==> src/rtl/hex_binary_text_to_bytes_top_macros.svh <==
// assertion macros shared by the text-to-bytes converter modules
// expects a clock named clk and a synchronous reset named rst in scope
`ifndef HEX_BINARY_TEXT_TO_BYTES_TOP_MACROS_SVH
`define HEX_BINARY_TEXT_TO_BYTES_TOP_MACROS_SVH

// condition holds at every clock edge outside reset
`define HBT_ASSERT_ALWAYS(label, cond, msg) \
  label: assert property (@(posedge clk) disable iff (rst) (cond)) else $error(msg);

// consequent holds in the same cycle as the antecedent
`define HBT_ASSERT_IMP(label, ante, cons, msg) \
  label: assert property (@(posedge clk) disable iff (rst) (ante) |-> (cons)) \
    else $error(msg);

// consequent holds in the cycle after the antecedent
`define HBT_ASSERT_NEXT(label, ante, cons, msg) \
  label: assert property (@(posedge clk) disable iff (rst) (ante) |=> (cons)) \
    else $error(msg);

`endif

==> src/rtl/hbt_pkg.sv <==
// types and constants for the text-to-bytes converter
// no dependencies; imported by every module of the block
package hbt_pkg;

  typedef enum logic [1:0] {
    MODE_HEX  = 2'd0,
    MODE_BIN  = 2'd1,
    MODE_TEXT = 2'd2
  } mode_t;

  localparam logic KIND_DATA   = 1'b0;
  localparam logic KIND_STATUS = 1'b1;

  localparam logic [7:0] CHR_NUL    = 8'h00;
  localparam logic [7:0] CHR_SPACE  = 8'h20;
  localparam logic [7:0] CHR_DQUOTE = 8'h22;
  localparam logic [7:0] CHR_HASH   = 8'h23;
  localparam logic [7:0] CHR_DOLLAR = 8'h24;
  localparam logic [7:0] CHR_SQUOTE = 8'h27;
  localparam logic [7:0] CHR_0      = 8'h30;
  localparam logic [7:0] CHR_1      = 8'h31;
  localparam logic [7:0] CHR_9      = 8'h39;
  localparam logic [7:0] CHR_UA     = 8'h41;
  localparam logic [7:0] CHR_UF     = 8'h46;
  localparam logic [7:0] CHR_LA     = 8'h61;
  localparam logic [7:0] CHR_LF     = 8'h66;

  // offsets that map a letter digit onto 10..15
  localparam logic [7:0] OFS_UPPER = 8'h37;
  localparam logic [7:0] OFS_LOWER = 8'h57;

  localparam logic [3:0] BITS_BYTE = 4'd8;
  localparam logic [3:0] BITS_HEX  = 4'd4;
  localparam logic [3:0] BITS_BIN  = 4'd1;

  localparam int Q_DEPTH = 4;
  localparam int Q_PTR_W = 2;
  localparam int Q_CNT_W = 3;

  localparam int TDATA_W = 32;

  typedef struct packed {
    logic        kind;
    logic [7:0]  data;
    logic        failed;
    logic [15:0] count;
    logic        last;
  } res_t;

  // up to two results per character, a before b
  typedef struct packed {
    logic va;
    res_t res_a;
    logic vb;
    res_t res_b;
  } push_t;

endpackage

==> src/rtl/hbt_conv.sv <==
// character input register, conversion state and per-character step logic
// depends on hbt_pkg and the assertion macro header
`include "hex_binary_text_to_bytes_top_macros.svh"

module hbt_conv import hbt_pkg::*; #(
  parameter int COUNT_WIDTH = 16
) (
  input  logic        clk,
  input  logic        rst,
  input  logic        s_tvalid,
  output logic        s_tready,
  input  logic [7:0]  s_tdata,        // char_code
  input  logic [15:0] output_limit,
  input  logic        room2,
  output push_t       push
);

  localparam int CMP_W = (COUNT_WIDTH > 16) ? COUNT_WIDTH : 16;
  localparam logic [COUNT_WIDTH-1:0] CNT_MAX = {COUNT_WIDTH{1'b1}};
  localparam logic [CMP_W-1:0] CLIP_MAX = CMP_W'(17'h0FFFF);

  logic                   in_valid;
  logic [7:0]             in_char;
  mode_t                  active_mode, active_mode_next;
  mode_t                  pending_mode, pending_mode_next;
  logic [7:0]             partial_value, partial_value_next;
  logic [3:0]             bits_collected, bits_collected_next;
  logic [7:0]             quote_char, quote_char_next;
  logic [COUNT_WIDTH-1:0] produced_count;
  logic                   error_seen, error_seen_next;

  logic                   fire;
  logic                   hex_ok, bin_ok;
  logic [3:0]             hex_digit;
  logic                   prod_a, prod_b, term;
  logic [7:0]             byte_b;
  logic [7:0]             pv1, pv2;
  logic [3:0]             bc1, bc2;
  logic [COUNT_WIDTH-1:0] cnt1, cnt2;
  logic [CMP_W-1:0]       lim_ext, cnt0_ext, cnt1_ext;
  logic                   emit_a, emit_b;
  logic [15:0]            status_count;

  assign fire     = in_valid && room2;
  assign s_tready = !in_valid || room2;

  always_ff @(posedge clk) begin
    if (rst) begin
      in_valid <= 1'b0;
    end else if (s_tvalid && s_tready) begin
      in_valid <= 1'b1;
    end else if (fire) begin
      in_valid <= 1'b0;
    end
  end

  always_ff @(posedge clk) begin
    if (s_tvalid && s_tready) begin
      in_char <= s_tdata;
    end
  end

  // digit decode
  always_comb begin
    hex_ok    = 1'b1;
    hex_digit = 4'd0;
    if (in_char >= CHR_0 && in_char <= CHR_9) begin
      hex_digit = 4'(in_char - CHR_0);
    end else if (in_char >= CHR_LA && in_char <= CHR_LF) begin
      hex_digit = 4'(in_char - OFS_LOWER);
    end else if (in_char >= CHR_UA && in_char <= CHR_UF) begin
      hex_digit = 4'(in_char - OFS_UPPER);
    end else begin
      hex_ok = 1'b0;
    end
    bin_ok = (in_char == CHR_0) || (in_char == CHR_1);
  end

  // one character step
  always_comb begin
    active_mode_next    = active_mode;
    pending_mode_next   = pending_mode;
    partial_value_next  = partial_value;
    bits_collected_next = bits_collected;
    quote_char_next     = quote_char;
    error_seen_next     = error_seen;
    prod_a = 1'b0;
    prod_b = 1'b0;
    term   = 1'b0;
    byte_b = in_char;
    pv1    = partial_value;
    bc1    = bits_collected;
    pv2    = 8'd0;
    bc2    = 4'd0;
    if (fire) begin
      if (in_char == CHR_NUL) begin
        term   = 1'b1;
        prod_a = !error_seen && (bits_collected != 4'd0);
        active_mode_next    = MODE_HEX;
        pending_mode_next   = MODE_HEX;
        partial_value_next  = 8'd0;
        bits_collected_next = 4'd0;
        quote_char_next     = 8'd0;
        error_seen_next     = 1'b0;
      end else if (!error_seen) begin
        // pending mode change flushes the partial value first
        if (active_mode != pending_mode) begin
          active_mode_next = pending_mode;
          prod_a = (bits_collected != 4'd0);
          pv1    = 8'd0;
          bc1    = 4'd0;
        end
        partial_value_next  = pv1;
        bits_collected_next = bc1;
        if (pending_mode == MODE_TEXT) begin
          if (in_char != quote_char) begin
            prod_b = 1'b1;
          end else begin
            pending_mode_next = MODE_HEX;
          end
        end else if (in_char == CHR_SPACE) begin
          prod_b = (bc1 != 4'd0);
          byte_b = pv1;
          partial_value_next  = 8'd0;
          bits_collected_next = 4'd0;
        end else if (in_char == CHR_SQUOTE || in_char == CHR_DQUOTE) begin
          pending_mode_next = MODE_TEXT;
          quote_char_next   = in_char;
        end else if (in_char == CHR_DOLLAR) begin
          pending_mode_next = MODE_HEX;
        end else if (in_char == CHR_HASH) begin
          pending_mode_next = MODE_BIN;
        end else begin
          unique case (pending_mode)
            MODE_HEX: begin
              pv2 = {pv1[3:0], hex_digit};
              bc2 = bc1 + BITS_HEX;
              if (!hex_ok) error_seen_next = 1'b1;
            end
            MODE_BIN: begin
              pv2 = {pv1[6:0], in_char[0]};
              bc2 = bc1 + BITS_BIN;
              if (!bin_ok) error_seen_next = 1'b1;
            end
            default: begin
              error_seen_next = 1'b1;
            end
          endcase
          if (!error_seen_next) begin
            if (bc2 >= BITS_BYTE) begin
              prod_b = 1'b1;
              byte_b = pv2;
              partial_value_next  = 8'd0;
              bits_collected_next = 4'd0;
            end else begin
              partial_value_next  = pv2;
              bits_collected_next = bc2;
            end
          end
        end
      end
    end
  end

  // byte counting against the limit, flushed byte counted first
  always_comb begin
    lim_ext  = CMP_W'(output_limit);
    cnt0_ext = CMP_W'(produced_count);
    emit_a   = prod_a && (cnt0_ext < lim_ext);
    cnt1     = (prod_a && produced_count != CNT_MAX) ? produced_count + 1'b1 : produced_count;
    cnt1_ext = CMP_W'(cnt1);
    emit_b   = prod_b && (cnt1_ext < lim_ext);
    cnt2     = (prod_b && cnt1 != CNT_MAX) ? cnt1 + 1'b1 : cnt1;
    if (error_seen) begin
      status_count = 16'd0;
    end else if (cnt1_ext > CLIP_MAX) begin
      status_count = 16'hFFFF;
    end else begin
      status_count = cnt1_ext[15:0];
    end
  end

  always_comb begin
    push.va           = emit_a;
    push.res_a.kind   = KIND_DATA;
    push.res_a.data   = partial_value;
    push.res_a.failed = 1'b0;
    push.res_a.count  = 16'd0;
    push.res_a.last   = 1'b0;
    push.vb           = term || emit_b;
    if (term) begin
      push.res_b.kind   = KIND_STATUS;
      push.res_b.data   = 8'd0;
      push.res_b.failed = error_seen;
      push.res_b.count  = status_count;
      push.res_b.last   = 1'b1;
    end else begin
      push.res_b.kind   = KIND_DATA;
      push.res_b.data   = byte_b;
      push.res_b.failed = 1'b0;
      push.res_b.count  = 16'd0;
      push.res_b.last   = 1'b0;
    end
  end

  always_ff @(posedge clk) begin
    if (rst) begin
      active_mode    <= MODE_HEX;
      pending_mode   <= MODE_HEX;
      partial_value  <= 8'd0;
      bits_collected <= 4'd0;
      quote_char     <= 8'd0;
      produced_count <= '0;
      error_seen     <= 1'b0;
    end else begin
      active_mode    <= active_mode_next;
      pending_mode   <= pending_mode_next;
      partial_value  <= partial_value_next;
      bits_collected <= bits_collected_next;
      quote_char     <= quote_char_next;
      produced_count <= term ? '0 : cnt2;
      error_seen     <= error_seen_next;
    end
  end

  `HBT_ASSERT_ALWAYS(a_bits_below_byte, bits_collected < BITS_BYTE, "partial value holds a full byte")
  `HBT_ASSERT_NEXT(a_term_clears, fire && in_char == CHR_NUL, produced_count == '0 && !error_seen && bits_collected == 4'd0, "state not cleared after terminator")
  `HBT_ASSERT_IMP(a_error_silent, fire && error_seen && in_char != CHR_NUL, !push.va && !push.vb, "result after invalid digit")

endmodule

==> src/rtl/hbt_outq.sv <==
// four-entry result queue, two writes and one read per cycle
// depends on hbt_pkg and the assertion macro header
`include "hex_binary_text_to_bytes_top_macros.svh"

module hbt_outq import hbt_pkg::*; (
  input  logic               clk,
  input  logic               rst,
  input  push_t              push,
  output logic               room2,
  output logic               m_tvalid,
  input  logic               m_tready,
  output logic [TDATA_W-1:0] m_tdata,   // data_byte, failed, byte_count, zero fill
  output logic               m_tuser,   // kind
  output logic               m_tlast    // is_last
);

  res_t               mem [Q_DEPTH];
  logic [Q_PTR_W-1:0] wptr, rptr;
  logic [Q_CNT_W-1:0] count;
  logic               pop;
  logic               any_push;
  res_t               first;
  logic [Q_CNT_W-1:0] n_push;
  res_t               rd;

  assign any_push = push.va || push.vb;
  assign first    = push.va ? push.res_a : push.res_b;
  assign n_push   = Q_CNT_W'(push.va) + Q_CNT_W'(push.vb);
  assign m_tvalid = (count != '0);
  assign pop      = m_tvalid && m_tready;
  assign room2    = (count <= Q_CNT_W'(Q_DEPTH - 2));

  always_ff @(posedge clk) begin
    if (any_push) begin
      mem[wptr] <= first;
    end
    if (push.va && push.vb) begin
      mem[wptr + 1'b1] <= push.res_b;
    end
  end

  always_ff @(posedge clk) begin
    if (rst) begin
      wptr  <= '0;
      rptr  <= '0;
      count <= '0;
    end else begin
      wptr  <= wptr + Q_PTR_W'(n_push);
      rptr  <= rptr + Q_PTR_W'(pop);
      count <= count + n_push - Q_CNT_W'(pop);
    end
  end

  assign rd      = mem[rptr];
  assign m_tdata = {7'd0, rd.count, rd.failed, rd.data};
  assign m_tuser = rd.kind;
  assign m_tlast = rd.last;

  `HBT_ASSERT_ALWAYS(a_count_bound, count <= Q_CNT_W'(Q_DEPTH), "queue count beyond depth")
  `HBT_ASSERT_IMP(a_pair_room, push.va && push.vb, count <= Q_CNT_W'(Q_DEPTH - 2), "pair written without room")
  `HBT_ASSERT_NEXT(a_pop_drains, pop && !any_push, count == $past(count) - 1'b1, "read transfer did not drain queue")

endmodule

==> src/rtl/hex_binary_text_to_bytes_top.sv <==
// top level of the text-to-bytes converter: limit register, converter, result queue
// depends on hbt_pkg, hbt_conv and hbt_outq
//
// characters arrive one per transfer on the s_ channel (tdata[7:0]); a zero
// character ends the string. results leave on the m_ channel: tuser is 0 for a
// data byte and 1 for the status that closes a string, which also has tlast set.
// status carries the failed flag and the byte count in tdata.
// output_limit is written through cfg_wr_en / cfg_wr_data while the block is idle,
// a rule for the user that the block does not enforce. a character in the input
// register is converted, and its results written into the result queue, once the
// queue has room for two entries. one character per cycle is sustained while each
// character gives at most one result and the receiver takes every result;
// characters that give two results fill the four-entry queue faster than its single
// read port drains it. reset sets the limit to 65535, clears the conversion state
// and empties the queue. when the receiver stalls, results wait in the queue and
// s_tready drops once fewer than two entries are free and a character is held.
module hex_binary_text_to_bytes_top import hbt_pkg::*; #(
  parameter int COUNT_WIDTH = 16
) (
  input  logic               clk,
  input  logic               rst,
  input  logic               s_tvalid,
  output logic               s_tready,
  input  logic [7:0]         s_tdata,      // char_code
  output logic               m_tvalid,
  input  logic               m_tready,
  output logic [TDATA_W-1:0] m_tdata,      // data_byte, failed, byte_count, zero fill
  output logic               m_tuser,      // kind
  output logic               m_tlast,      // is_last
  input  logic               cfg_wr_en,
  input  logic [15:0]        cfg_wr_data   // output_limit
);

  logic [15:0] output_limit;
  logic        room2;
  push_t       push;

  always_ff @(posedge clk) begin
    if (rst) begin
      output_limit <= 16'hFFFF;
    end else if (cfg_wr_en) begin
      output_limit <= cfg_wr_data;
    end
  end

  hbt_conv #(
    .COUNT_WIDTH (COUNT_WIDTH)
  ) u_conv (
    .clk          (clk),
    .rst          (rst),
    .s_tvalid     (s_tvalid),
    .s_tready     (s_tready),
    .s_tdata      (s_tdata),
    .output_limit (output_limit),
    .room2        (room2),
    .push         (push)
  );

  hbt_outq u_outq (
    .clk      (clk),
    .rst      (rst),
    .push     (push),
    .room2    (room2),
    .m_tvalid (m_tvalid),
    .m_tready (m_tready),
    .m_tdata  (m_tdata),
    .m_tuser  (m_tuser),
    .m_tlast  (m_tlast)
  );

endmodule
==> config.mk <==
export PLATFORM = sky130hd
export DESIGN_NAME = hex_binary_text_to_bytes_top
export DESIGN_NICKNAME = d
export VERILOG_FILES = /design/src/rtl/hbt_pkg.sv /design/src/rtl/hbt_conv.sv /design/src/rtl/hbt_outq.sv /design/src/rtl/hex_binary_text_to_bytes_top.sv
export VERILOG_INCLUDE_DIRS = /design/src /design/src/rtl
export SDC_FILE = /design/constraint.sdc
export NUM_CORES = 1
export LEC_CHECK = 0
export BUFFER_PORTS_ARGS = -buffer_cell sky130_fd_sc_hd__clkbuf_2
export CORE_MARGIN = 2
export CORE_UTILIZATION = 40
export CTS_CLUSTER_SIZE = 14
export DETAILED_ROUTE_END_ITERATION = 16
export PLACE_DENSITY = 0.63
export SLEW_MARGIN = 10
export SYNTH_ARGS = -nofsm -noshare
export SYNTH_HDL_FRONTEND = slang
export SYNTH_HIERARCHICAL = 1
export SYNTH_SLANG_ARGS = --single-unit
==> constraint.sdc <==
create_clock -name clk -period 8.4 [get_ports clk]
set_input_delay 0 -clock clk [delete_from_list [all_inputs] [get_ports clk]]
set_output_delay 0 -clock clk [all_outputs]
set_load 0.005 [all_outputs]
==> results of run 1 <==
area by class of cell:
| cell class | count | area (sq um) |
|---|---|---|
| Timing Repair Buffer | 96 | 640.6 |
| Inverter | 45 | 168.9 |
| Clock buffer | 17 | 425.4 |
| Fill cell | 2765 | 15890 |
| Multi-Input combinational cell | 840 | 6178 |
| Tap cell | 384 | 480.5 |
| Sequential cell | 181 | 4787 |
| Clock inverter | 14 | 132.6 |
power by group through the flow:
stage	sequential (W)	combinational, W	clock (W)
final	0.00102	0.000361	0.000773
after global routing	0.00103	0.000400	0.000822
after CTS	0.00102	0.000366	0.000791
after detailed placement	0.00104	0.000355	0
after global placement	0.00104	0.000352	0
after floorplan	0.000993	0.000301	0
layout by cell type (no fill, tap or decap), drive strengths merged, types with 16 or more instances in the layout:
master and n:
nor2 57, a211o 17, nand2b 69, a21o 16
dlygate4sd3 25, clkbuf 74, a21oi 48, o21ai 28
ha 47, mux4 27, inv 52, nand3 26
nor3 19, conb 26, dfxtp 65, o221ai 108
nor2b 30, nand2 124, mux2i 22, edfxtp 116
stage by stage:
stage | hold WS, ps | cell area [sq um] | utilization | instances
CTS | 107.5 | 12810 | 0.4464 | 1577
floorplan | 71.61 | 11760 | - | 1171
detailed placement | 178.7 | 12010 | 0.4183 | 1521
global route | 125.7 | 12810 | 0.4464 | 1577
global placement | 177.6 | 12010 | 0.4183 | 1521
finish | 105.7 | 12810 | 0.4464 | 1577
worst max-delay path, stage by stage (launching register included):
cell and delay (ps):
edfxtp_1 540, inv_1 160, ha_1 270, nand2b_1 130
or4_1 580, a221o_1 550, or3_1 420, xor2_1 220
inv_1 120, ha_1 310, a21o_1 160, a21o_1 160
a21o_1 170, a21o_1 170, a21oi_1 140, nor2_1 60
a2111oi_0 800, o22a_1 300, ha_1 360, and3_1 200
buf_4 350, or2_2 690
sequential cells by signal (all words and copies together) (netlist names):
name and cells:
u_outq/mem 108, output_limit 16, u_conv/cnt0_ext 16, u_conv/in_char 8
u_conv/partial_value 8, u_conv/quote_char 8, u_conv/bits_collected 4, u_outq/count 3
u_conv/active_mode 2, u_conv/pending_mode 2, u_outq/rptr 2, u_outq/wptr 2
u_conv/error_seen 1, u_conv/in_valid 1
layer usage:
| layer | part of all wire | wire length [um] | GRT usage |
|---|---|---|---|
| met5 | 0 | 0 | 0 |
| met3 | 0.062 | 1843 | 0.03372 |
| met2 | 0.47 | 13960 | 0.3093 |
| met1 | 0.45 | 13300 | 0.2730 |
| met4 | 0.015 | 438 | 0.05208 |
cell families (layout without fill, tap and decap cells):
kind of cell | count (synthesis) | in the layout | share of synthesized area
AOI/OAI and AO/OA | 290 | 290 | 0.1893
xor gates and xnor gates | 27 | 27 | 0.02263
adders and majority gates | 48 | 48 | 0.05212
buffers and inverters | 150 | 172 | 0.07174
DFF | 181 | 181 | 0.4101
muxes | 50 | 50 | 0.07196
other | 2 | 26 | 0.0006437
and+or+nand+nor | 399 | 399 | 0.1816
worst min-delay path by stage:
| stage | start | end | depth (start not counted) |
|---|---|---|---|
| after detailed placement | s_tdata[2] | u_conv/in_char[2] | 1 |
| after floorplan | rst | u_outq/count[0] | 1 |
| final | rst | u_conv/pending_mode[0] | 3 |
| after global placement | s_tdata[6] | u_conv/in_char[6] | 1 |
| after CTS | rst | u_conv/bits_collected[1] | 3 |
| after global routing | m_tready | u_outq/rptr[0] | 4 |
what timing repair did:
action	4_1_cts	5_1_grt
resized for setup	0	0
hold buffers	25	0
endpoints found under the hold margin	25	0
==> results.py, run 1 <==
metrics = {
    "die": {
        "coreArea_sq_um": 28700,
        "num_rows": 62,
        "io_pins": 65,
        "initial_core_util": 0.4065,
        "dieArea_sq_um": 30550,
        "die_h_um": 174.8,
        "fp.dieW_um": 174.8,
    },
    "sta": {
        "worstMarginPinSlew_ps": 1181,
        "max_slew_margin": 0.2127,
        "fin_crit_sh": 0.8629,
        "fin_tns_setup_ps": 0,
        "fin_crit_ps": 7248,
        "maxSlewViolCount": 0,
        "finalClockSkew_ps": 11.55,
        "setup_viol_count_final": 0,
        "fmax_mhz": 138.0,
        "rsz0062_at_grt": "false",
        "finalWorstSetupSlack_ps": 1152,
        "final-hold-violation-count": 0,
    },
    "routing": {
        "drt_iter0_drc": 789,
        "finalWirelength_mm": 29.54,
        "vias_per_cell": 5.808,
        "ant_nets": 0,
        "avgRoutedWirePerCell_um": 18.73,
        "vias": 9160,
        "first_pass_iters": 7,
        "drc_errors": 0,
    },
    "worst_setup_path": {
        "cp.arrival_ps": 7310,
        "crit_end": "u_outq/mem[0][10]",
        "r2r_slack_ps": 1150,
        "start_kind": "flop",
        "critical_path_class": "reg2reg",
        "r2r-start": "u_conv/in_char[0]",
        "worstPathRequired_ps": 8460,
        "r2r-end": "u_outq/mem[0][10]",
        "path_max_fanout": 28,
        "endpoint_kind": "flop",
        "critPathLaunch": "u_conv/in_char[0]",
        "reg2regPathDepth": 21,
    },
    "hold_path": {
        "min-delay-path-class": "in2reg",
    },
    "power_and_ir_drop": {
        "switching_share": 0.2776,
        "switchingPower_w": 0.0005973,
        "total_power_w": 0.002152,
        "peakVddDrop_uv": 109.9,
        "clock_power_share": 0.359,
        "combPwrFrac": 0.168,
        "total_leakage_power_nw": 4.858,
        "seq_power_share": 0.473,
        "intPower_w": 0.001554,
        "cellPowerDensity_nw_per_um2": 167.9,
    },
    "place": {
        "post-dp-hpwl_mm": 19.99,
        "dp_slack_ps": 1277,
        "gp_congestion": 0.9021,
        "io_buffers": 57,
    },
    "clock_tree": {
        "ctsRootBufferMaster": "clkbuf_16",
        "path_clk_slew_ps": 70,
        "clock-sinks": 181,
        "cts_made_buffers": 17,
        "htree_levels": 4,
        "cts_tree": "done",
        "clockBufferDepth": 2,
        "clkLatencyLatePin_ps": 440,
        "cts_setup_buffers": 0,
    },
    "logic_synthesis": {
        "ys_async_sr_fraction": 0,
        "ys_types": 82,
        "synth_edf_count": 116,
        "avgSynthCellArea_sq_um": 10.17,
        "ys.flop_type": "edfxtp_1",
        "synthTopCellsByCount": "nand2_1, edfxtp_1, o221ai_1",
        "synthMostInstantiatedCell": "nand2_1",
        "yosysSeqAreaShare": 0.4101,
        "synth.top_cell.area_share": 0.2986,
        "yosysTopAreaCell": "edfxtp_1",
        "synth_warnings": 6,
        "yosys-top-cells-area": "edfxtp_1, dfxtp_1, o221ai_1",
        "synth_seq_cells": 181,
        "syn_inst": 1147,
        "syn_area_sq_um": 11670,
    },
    "cells_and_area": {
        "antenna-diode-count": 0,
        "drive_gt1_frac": 0.1341,
        "final_nets": 1258,
        "areaGrowthSynthToFinish_pct": 9.823,
    },
    "global_routing": {
        "gr-total-overflow": 0,
        "grt_pass1_vias": 8486,
        "antenna_found_initial": 0,
        "grt_pass1_wl_mm": 46.79,
        "grt_max_degree": 65,
        "grt.total_usage": 0.1940,
    },
    "status": {
        "status": "complete, no violations",
    },
    "flow_run": {
        "cap_violations": 0,
    },
}
No activity file was read; power rests on OpenSTA's default activity.
==> inputs of run 2 (changes only) <==
- RECOVER_POWER: unset -> 25
==> run 2 against run 1 <==
The flow now finishes with violations (max-capacitance violations, max-slew violations). Non-clock buffer count did not move. Wire length rose by 0.34%. Core utilization fell by 0.096 points. Global-route usage did not move. Clock skew barely moved. Fmax rose by 0.12%. Sequential share of layout area rose by 0.071 points. Die area did not move. Count of clock-buffer cells in the layout did not move. Clock power barely moved. Sequential power barely moved. Critical path type unchanged.
==> results.py, run 2 (synthesis results as in run 1) <==
metrics = {
    "sta": {
        "worstMarginPinSlew_ps": 1937,
        "rsz0062_at_grt": "false",
        "finalClockSkew_ps": 11.90,
        "maxSlewViolCount": 29,
        "fin_crit_sh": 0.8618,
        "final-hold-violation-count": 0,
        "fin_tns_setup_ps": 0,
        "max_slew_margin": -0.2933,
        "fin_crit_ps": 7239,
        "setup_viol_count_final": 0,
        "fmax_mhz": 138.1,
    },
    "worst_setup_path": {
        "critPathLaunch": "u_conv/in_char[0]",
        "cpLargestDelayFamily": "compound AO/OA/AOI/OAI gates",
        "critical_path_class": "reg2reg",
        "worstPathRequired_ps": 8460,
        "start_kind": "flop",
        "cp_slowest_cell": "a2111oi_0",
        "crit_buf_inv": 3,
        "endpoint_kind": "flop",
        "r2r-end": "u_outq/mem[0][10]",
        "worst_path_most_repeated_cell": "a21o_1",
        "r2r_slack_ps": 1160,
        "crit_end": "u_outq/mem[0][10]",
        "worstPathCellList": "inv_1, ha_1, nand2b_1, or4_1, a221o_1, or3_1, xor2_1, inv_1, ha_1, a21o_1, a21o_1, a21o_1, a21o_1, a21oi_1, nor2_1, a2111oi_0, o22a_1, ha_1, and3_1, buf_4, or2_2",
        "cp.arrival_ps": 7300,
        "max_stage_delay_ps": 790,
        "r2r-start": "u_conv/in_char[0]",
        "reg2regPathDepth": 21,
        "path_max_fanout": 28,
        "cp.depth": 21,
    },
    "global_routing": {
        "gr-max-usage-layer": "met2",
        "grt_pass1_wl_mm": 46.79,
        "grt.total_usage": 0.1940,
        "antenna_found_initial": 0,
        "use_met2": 0.3093,
        "gr-total-overflow": 0,
        "met3_usage": 0.03372,
        "grt_max_degree": 65,
        "grt_pass1_vias": 8486,
        "gr-usage-met1": 0.2730,
    },
    "clock_tree": {
        "postCtsResizedCells": 0,
        "htree_levels": 4,
        "path_clk_slew_ps": 70,
        "cts_made_buffers": 17,
        "clockBufferDepth": 2,
        "ctsRootBufferMaster": "clkbuf_16",
        "cts_setup_buffers": 0,
        "cts_tree": "done",
        "clock-sinks": 181,
        "clkLatencyLatePin_ps": 440,
    },
    "die": {
        "num_rows": 62,
        "io_pins": 65,
        "fp.dieW_um": 174.8,
        "die_h_um": 174.8,
        "dieArea_sq_um": 30550,
        "initial_core_util": 0.4065,
        "coreArea_sq_um": 28700,
    },
    "cells_and_area": {
        "regArea_sq_um": 4786,
        "areaGrowthSynthToFinish_pct": 9.587,
        "final_cell_mix": "nand2_1, edfxtp_1, o221ai_1, nand2b_1, dfxtp_1",
        "fin_area_sq_um": 12790,
        "antenna-diode-count": 0,
        "multi_input_area_sq_um": 6172,
        "num-fill-cells": 2767,
        "instances_no_fill": 1577,
        "regMostFlops": "u_outq/mem",
        "drive_gt1_frac": 0.1207,
        "largest_reg_flops": 108,
        "final_common_cell": "nand2_1",
        "final_util": 0.4455,
        "final_nets": 1258,
    },
    "place": {
        "io_buffers": 57,
        "place_area_sq_um": 12010,
        "dpl.cell_count": 1521,
        "gp_congestion": 0.9021,
        "post-dp-hpwl_mm": 19.99,
    },
    "flow_run": {
        "cap_violations": 1,
    },
    "power_and_ir_drop": {
        "total_leakage_power_nw": 4.809,
        "total_power_w": 0.002147,
        "cellPowerDensity_nw_per_um2": 167.9,
        "peakVddDrop_uv": 109.5,
    },
    "status": {
        "violations": "max-capacitance violations, max-slew violations",
        "status": "finished with violations",
    },
    "routing": {
        "first_pass_iters": 5,
        "ant_nets": 0,
        "finalWirelength_mm": 29.64,
        "vias_per_cell": 5.829,
        "drc_errors": 0,
        "vias": 9193,
        "avgRoutedWirePerCell_um": 18.80,
        "drt_iter0_drc": 845,
    },
    "hold_path": {
        "min-delay-path-class": "in2reg",
        "whs_path_depth": 3,
    },
}
run 2: changes by cell type in the layout (fill, tap and decap cells not counted), sizes merged:
cell	previous run	this run
buf	14	13
clkbuf	74	75
run 2: per-layer routing:
layer | share of wire | wire (um)
met5 | 0 | 0
met3 | 0.070 | 2072
met2 | 0.47 | 13970
met4 | 0.015 | 443
met1 | 0.44 | 13160
run 2: cell type report:
cell class,instances,share of cell area
well taps,384,0.03758
inverters,45,0.01321
flip-flops and latches,181,0.3743
multi-input cells,840,0.4827
clock inverters,14,0.01037
clock buffers,17,0.03327
repair buffers,96,0.04854
run 2: timing repair:
item / 4_1_cts / 5_1_grt
hold endpoints to repair: 25 / 0
endpoints found under the setup margin: 0 / 0
hold buffers: 25 / 0
run 2: per-stage QoR:
| step | hold WS, ps | worst slack [ps] |
|---|---|---|
| floorplan | 71.61 | 1250 |
| global placement | 177.6 | 1391 |
| detailed placement | 178.7 | 1277 |
| CTS | 107.5 | 1252 |
| global route | 125.9 | 801.6 |
| finish | 104.0 | 1161 |
run 2: how the worst min path moves through the flow:
| stage | start | endpoint | slack, ps |
|---|---|---|---|
| final | rst | u_conv/pending_mode[0] | 100 |
| after global routing | m_tready | u_outq/rptr[0] | 130 |
| after CTS | rst | u_conv/bits_collected[1] | 110 |
| after detailed placement | s_tdata[2] | u_conv/in_char[2] | 180 |
| after global placement | s_tdata[6] | u_conv/in_char[6] | 180 |
| after floorplan | rst | u_outq/count[0] | 70 |
run 2: worst reg2reg max path: stages, from the launching register on:
cell and delay (ps):
edfxtp_1 540, inv_1 160, ha_1 270, nand2b_1 120, or4_1 590, a221o_1 550, or3_1 420, xor2_1 230
inv_1 120, ha_1 310, a21o_1 160, a21o_1 160, a21o_1 170, a21o_1 170, a21oi_1 140, nor2_1 60
a2111oi_0 790, o22a_1 290, ha_1 360, and3_1 200, buf_4 350, or2_2 690
run 2: power by group:
group	switching (W)	internal (W)	total, W
clock	0.000381	0.000391	0.000772
sequential	0.0000536	0.000963	0.00102
combinational	0.000162	0.000197	0.000358
total	0.000596	0.00155	0.00215
